`src/hw/rtl/otb_pkg.sv`:
```
// ----------------------------------------------------------------------------
// otb_pkg
// shared constants and types of the otsu threshold binarizer
// ----------------------------------------------------------------------------
package otb_pkg;

    localparam int OTB_COUNT_BITS  = 24;
    localparam int OTB_BINS        = 256;
    localparam int OTB_PIX_BITS    = 8;
    localparam int OTB_QUEUE_DEPTH = 4;
    localparam int OTB_DIGIT_BITS  = 8;

    typedef enum logic [1:0] {
        ITEM_COUNT,
        ITEM_COUNT_LAST,
        ITEM_CLASSIFY
    } item_class_t;

    typedef struct packed {
        item_class_t             cls;
        logic [OTB_PIX_BITS-1:0] pixel;
    } queue_item_t;

    typedef struct packed {
        logic        valid;
        queue_item_t item;
    } queue_head_t;

    typedef enum logic [3:0] {
        ST_IDLE,
        ST_HIST_WR,
        ST_SUM_RD,
        ST_SUM_ACC,
        ST_WALK_RD,
        ST_WALK_UPD,
        ST_MUL_GO,
        ST_MUL_WAIT,
        ST_DONE
    } back_state_t;

    typedef enum logic [2:0] {
        MS_A,
        MS_B,
        MS_SQ,
        MS_DEN,
        MS_LHS,
        MS_RHS
    } mul_step_t;

endpackage

```
`src/hw/rtl/otb_front.sv`:
```
// ----------------------------------------------------------------------------
// otb_front
// accepts input beats, tags each with its kind of work and queues it
// ----------------------------------------------------------------------------
module otb_front
    import otb_pkg::*;
(
    input  logic                    clk,
    input  logic                    rst_n,
    input  logic                    push,
    output logic                    full,
    input  logic                    kind,
    input  logic [OTB_PIX_BITS-1:0] pixel,
    input  logic                    last,
    input  logic                    pop_q,
    output queue_head_t             head
);

    localparam int PW = $clog2(OTB_QUEUE_DEPTH);
    localparam int NW = $clog2(OTB_QUEUE_DEPTH + 1);

    queue_item_t       entry_reg [OTB_QUEUE_DEPTH];
    logic [PW-1:0]     wr_ptr_reg, wr_ptr_next;
    logic [PW-1:0]     rd_ptr_reg, rd_ptr_next;
    logic [NW-1:0]     count_reg, count_next;
    queue_item_t       in_item;
    logic              do_push;
    logic              do_pop;

    always_comb
    begin
        in_item.pixel = pixel;
        if (kind)
            in_item.cls = ITEM_CLASSIFY;
        else if (last)
            in_item.cls = ITEM_COUNT_LAST;
        else
            in_item.cls = ITEM_COUNT;
    end

    assign full    = (count_reg == NW'(OTB_QUEUE_DEPTH));
    assign do_push = push && !full;
    assign do_pop  = pop_q && (count_reg != '0);

    always_comb
    begin
        wr_ptr_next = wr_ptr_reg;
        rd_ptr_next = rd_ptr_reg;
        count_next  = count_reg;
        if (do_push)
            wr_ptr_next = (wr_ptr_reg == PW'(OTB_QUEUE_DEPTH - 1)) ? '0 : wr_ptr_reg + 1'b1;
        if (do_pop)
            rd_ptr_next = (rd_ptr_reg == PW'(OTB_QUEUE_DEPTH - 1)) ? '0 : rd_ptr_reg + 1'b1;
        if (do_push && !do_pop)
            count_next = count_reg + 1'b1;
        else if (do_pop && !do_push)
            count_next = count_reg - 1'b1;
    end

    always_ff @(posedge clk or negedge rst_n)
    begin
        if (!rst_n)
        begin
            wr_ptr_reg <= '0;
            rd_ptr_reg <= '0;
            count_reg  <= '0;
        end
        else
        begin
            wr_ptr_reg <= wr_ptr_next;
            rd_ptr_reg <= rd_ptr_next;
            count_reg  <= count_next;
        end
    end

    always_ff @(posedge clk)
    begin
        if (do_push)
            entry_reg[wr_ptr_reg] <= in_item;
    end

    assign head.valid = (count_reg != '0);
    assign head.item  = entry_reg[rd_ptr_reg];

endmodule

```
`config.mk`:
```
export PLATFORM = sky130hd
export DESIGN_NAME = otb_front
export DESIGN_NICKNAME = d
export VERILOG_FILES = /design/src/hw/rtl/otb_pkg.sv /design/src/hw/rtl/otb_front.sv
export SDC_FILE = /design/constraint.sdc
export NUM_CORES = 1
export LEC_CHECK = 0
export BUFFER_PORTS_ARGS = -buffer_cell sky130_fd_sc_hd__buf_2
export CORE_MARGIN = 1
export CORE_UTILIZATION = 50
export CTS_BUF_LIST = sky130_fd_sc_hd__clkbuf_8 sky130_fd_sc_hd__clkbuf_16
export CTS_CLUSTER_DIAMETER = 40
export DETAILED_ROUTE_END_ITERATION = 10
export PLACE_DENSITY = 0.72
export SYNTH_ARGS = -nofsm -noshare
export SYNTH_HDL_FRONTEND = slang
export SYNTH_SLANG_ARGS = --single-unit
```
`constraint.sdc`:
```
create_clock -name clk -period 4.7 [get_ports clk]
set_clock_uncertainty 0.2 [all_clocks]
set_input_delay 1.41 -clock clk [delete_from_list [all_inputs] [get_ports clk]]
set_output_delay 1.41 -clock clk [all_outputs]
set_load 0.05 [all_outputs]
```
### Word level (Yosys, flattened, before mapping)

Memory sizes are Yosys's and may differ from the RTL's.
Cells that the tools add are included.

| word-level totals | value |
|---|---|
| register bits after elaboration | 7 |
| latch bits | 0 |
| RAM bits | 40 |
| bits in read-only memories | 0 |
| bits of input ports | 14 |
| output and inout bits | 12 |
| memories | 1 |

| operators by class | value |
|---|---|
| add/sub/neg operators | 4 |
| multipliers | 0 |
| divide/modulo/power cells | 0 |
| order comparisons | 0 |
| equality and inequality tests | 3 |
| shifts and indexed selects | 0 |
| muxes and demuxes | 8 |
| bitwise operators | 0 |
| reduce and logical (&&, ||, !) cells | 9 |

Memory list:

| name | depth | bits a word | rd ports | clocked after memory_dff | write ports | line | source |
|---|---|---|---|---|---|---|---|
| entry_reg | 4 | 10 | 1 | 0 | 1 | otb_front.sv:22 | `queue_item_t entry_reg [OTB_QUEUE_DEPTH];` |

Operator list:

| kind | count |
|---|---|
| 2-bit 2-to-1 mux | 3 |
| 3-bit 2-to-1 mux | 2 |
| 2-bit by 1-bit adder with 2-bit output (second input constant) | 2 |
| 2-bit equality test (second input constant) | 2 |
| 1-bit logical AND | 4 |
| 3-bit by 1-bit adder with 3-bit output (second input constant) | 1 |
| 3-bit equality test (second input constant) | 1 |
| 1-bit logical NOT | 3 |
| 1-bit 2-to-1 mux | 3 |
| 3-bit nonzero test | 1 |
| 3-bit by 1-bit subtractor with 3-bit output (second input constant) | 1 |
| 2-bit nonzero test | 1 |

### Depth between registers and ports, before layout

| logic depth | value |
|---|---|
| depth in word-level cells | 7 |
| gate-level depth with buffers | 9 |
| gate-level depth less buffers | 8 |

### Worst setup path before layout

OpenSTA, ideal clock, no wires.

| timing path | value |
|---|---|
| kind | input port to flip-flop |
| start | in push |
| end | reg count_reg[1] |
| arrival time | 2,607 ps |
| data required time | 4,375 ps |
| slack | 1,768 ps |
| cell stages on the path | 6 |
| path buffers | 1 |
| cells stage by stage | nor2b_2 buf_6 ha_1 inv_1 fa_1 mux2_2 |

| between the ends | value |
|---|---|
| elaborated cells on any way between the ends | 6 |
| classes of those cells | 1 x mux; 5 x reduce/logical |

RTL lines:

| what | line | source |
|---|---|---|
| from (decl) | otb_front.sv:10 | `input logic push,` |
| 1-bit logical AND | otb_front.sv:42 | `assign do_push = push && !full;` |
| via do_push | otb_front.sv:27 | `logic do_push;` |
| 1-bit logical AND | otb_front.sv:54 | `if (do_push && !do_pop)` |
| 3-bit 2-to-1 mux | otb_front.sv:54 |  |
| via count_next[1] | otb_front.sv:25 | `logic [NW-1:0] count_reg, count_next;` |
| to (signal assigned) | otb_front.sv:72 | `count_reg <= count_next;` |
| to (decl) | otb_front.sv:25 |  |

The timed path passes the listed nets, and every way through them passes these cells.
A chain may end at the register's enable or synchronous reset.

==> flow_summary.ini <==
[global_route]
antenna_found_initial = 0
grt_use_total_pct = 15.3
grt_max_degree = 16
grt_pass1_vias = 902
grt_pass1_wl_um = 4390
overflow = 0

[floorplanning]
initial_core_util_pct = 52.2
die_area_um2 = 4110
die_x_um = 64.1
num_rows = 22
core_area_um2 = 3690
ios = 26
die_h_um = 64.1

[sta]
min_period_ns = 3.57
setup_tns_ns = 0
hold_viol = 0
clock.fmax_ghz = 0.280
setup_viol = 0
finalCritPeriodShare_pct = 75.9
rsz0062_at_grt = false
worst_pin_slew_ns = 0.744
slew_headroom_pct = 50.4
maxSlewViolCount = 0

[logic_synthesis]
async_flop_share_pct = 14.9
yosys_warnings = 0
synth_edf_count = 40
yosysTopAreaCell = edfxtp_1
synth_area_per_cell_um2 = 21.4
synthCells = 90
yosysTopAreaCellShare_pct = 62.3
synth.net_count = 111
yosys_register_bits = 47
ys_types = 20
syn_area_um2 = 1930
synth.top_cells.by_area = edfxtp_1, mux4_2, dfrtp_1
synth-seq-area-share_pct = 71.4
synth_top_flop_cell = edfxtp_1

[placement]
place.gp.congestion = 0.665
hpwl_um = 1870
port_buffers = 25

[detailed_routing]
vias = 848
final_antenna_net_count = 0
wire_per_inst_um = 16.3
drt_wl_total_um = 2730
drt-pass1-iter-count = 2
first_iter_violations = 29
route.detailed.drc = 0
vias_per_cell = 5.05

[finish]
n_fill_cell = 288
n_antenna_cell = 0
syn_to_final_growth_pct = 13.5
final_cell_mix = edfxtp_1, buf_2, mux4_2
drive_gt1_share_pct = 46.7
largest_reg_flops = 40
multi_input_area_um2 = 515
final_common_cell = edfxtp_1
seq_area_um2 = 1380
nets = 140
fin_util_pct = 59.3

[clock_tree]
cts.sink_count = 47
cts_buffers = 5
root_buffer = clkbuf_8
insertion_delay_ns = 0.29
cts_buffer_depth = 2
post_cts_buffers = 0
htree_levels = 2
ctsHoldBuffers = 0
clk_pin_slew_ns = 0.08
cts_tree = built
cts_resized = 0

[power]
p_int_w = 0.000919
swShare_pct = 39.5
pwr-share-seq_pct = 43.4
p_per_area_nw_per_um2 = 694
power.leakage_nw = 0.813
pwr-share-comb_pct = 40.2
peakVddDrop_uv = 305
switchingPower_w = 0.000599
clockPowerShare_pct = 16.4
p_total_w = 0.00152

[critical_path]
crit_path_start_kind = flop
cp.arrival_ns = 1.96
worstPathRequired_ns = 3.09
end_kind = output port
critPathKind = flop to output port
crit_fanout = 13
reg2reg_setup_slack_ns = 2.37

[status]
status = completed

[worst_hold_path]
min_path_type = flop to flop

[run]
maxCapViolCount = 0
[worst max-delay path, stage by stage (launching register included)]
cell	delay (ns)
dfrtp_1	0.83
mux4_2	0.60
buf_2	0.23
[power by group through the flow]
stage          registers, W  clock network [W]  logic, W
2_1_floorplan      0.000613                  0  0.000551
3_3_place_gp       0.000661                  0  0.000600
3_5_place_dp       0.000673                  0  0.000616
4_1_cts            0.000662           0.000253  0.000618
5_1_grt            0.000676           0.000268  0.000650
6_report           0.000659           0.000249  0.000611
[per-layer routing]
| layer | share of wire [%] | global-route usage, % |
|---|---|---|
| met1 | 43 | 18.5 |
| met2 | 52 | 25.5 |
| met3 | 3.5 | 5.00 |
| met4 | 1.3 | 5.68 |
| met5 | 0 | 0 |
[stage by stage]
stage	worst slack, ns	instances	instance area [um2]	hold WS [ns]
after global placement	1.46	160	2090	0.282
after floorplan	1.77	90	1930	0.264
final	1.13	168	2190	0.309
after CTS	1.08	168	2190	0.311
after detailed placement	1.42	160	2090	0.303
after global routing	1.01	168	2190	0.328
[layout make-up]
type | count | area share (%)
Sequential cell | 47 | 62.9
Multi-Input combinational cell | 37 | 23.6
Timing Repair Buffer | 25 | 5.72
Clock buffer | 6 | 3.78
Tap cell | 48 | 2.75
Clock inverter | 2 | 0.744
Inverter | 3 | 0.515
[synthesized netlist by cell type, types with 2 or more instances]
library cell	n
inv_1	3
xor2_1	2
edfxtp_1	40
mux4_2	10
and2_2	4
dfrtp_1	7
ha_1	6
nor2_1	3
mux2_4	4
[worst paths after layout]
| check | cells after the start | from | to |
|---|---|---|---|
| max | 2 | rd_ptr_reg[0] | head[1] |
| min | 1 | count_reg[2] | count_reg[2] |
| max reg2reg | 8 | count_reg[0] | count_reg[2] |
| min reg2reg | 1 | count_reg[2] | count_reg[2] |
| max in group asynchronous | 1 | rst_n | rd_ptr_reg[0] |
| min in group asynchronous | 1 | rst_n | count_reg[2] |
[cell families (layout without fill, tap and decap cells)]
| kind of cell | after synthesis | count (layout) | share of synthesized area, % |
|---|---|---|---|
| xor+xnor | 3 | 3 | 1.36 |
| fa+ha+maj | 7 | 7 | 4.94 |
| buf+inv | 6 | 36 | 1.82 |
| flops | 47 | 47 | 71.4 |
| mux | 15 | 15 | 15.4 |
| simple gates | 12 | 12 | 5.07 |
Note: power is estimated with default switching activity, not from simulation.
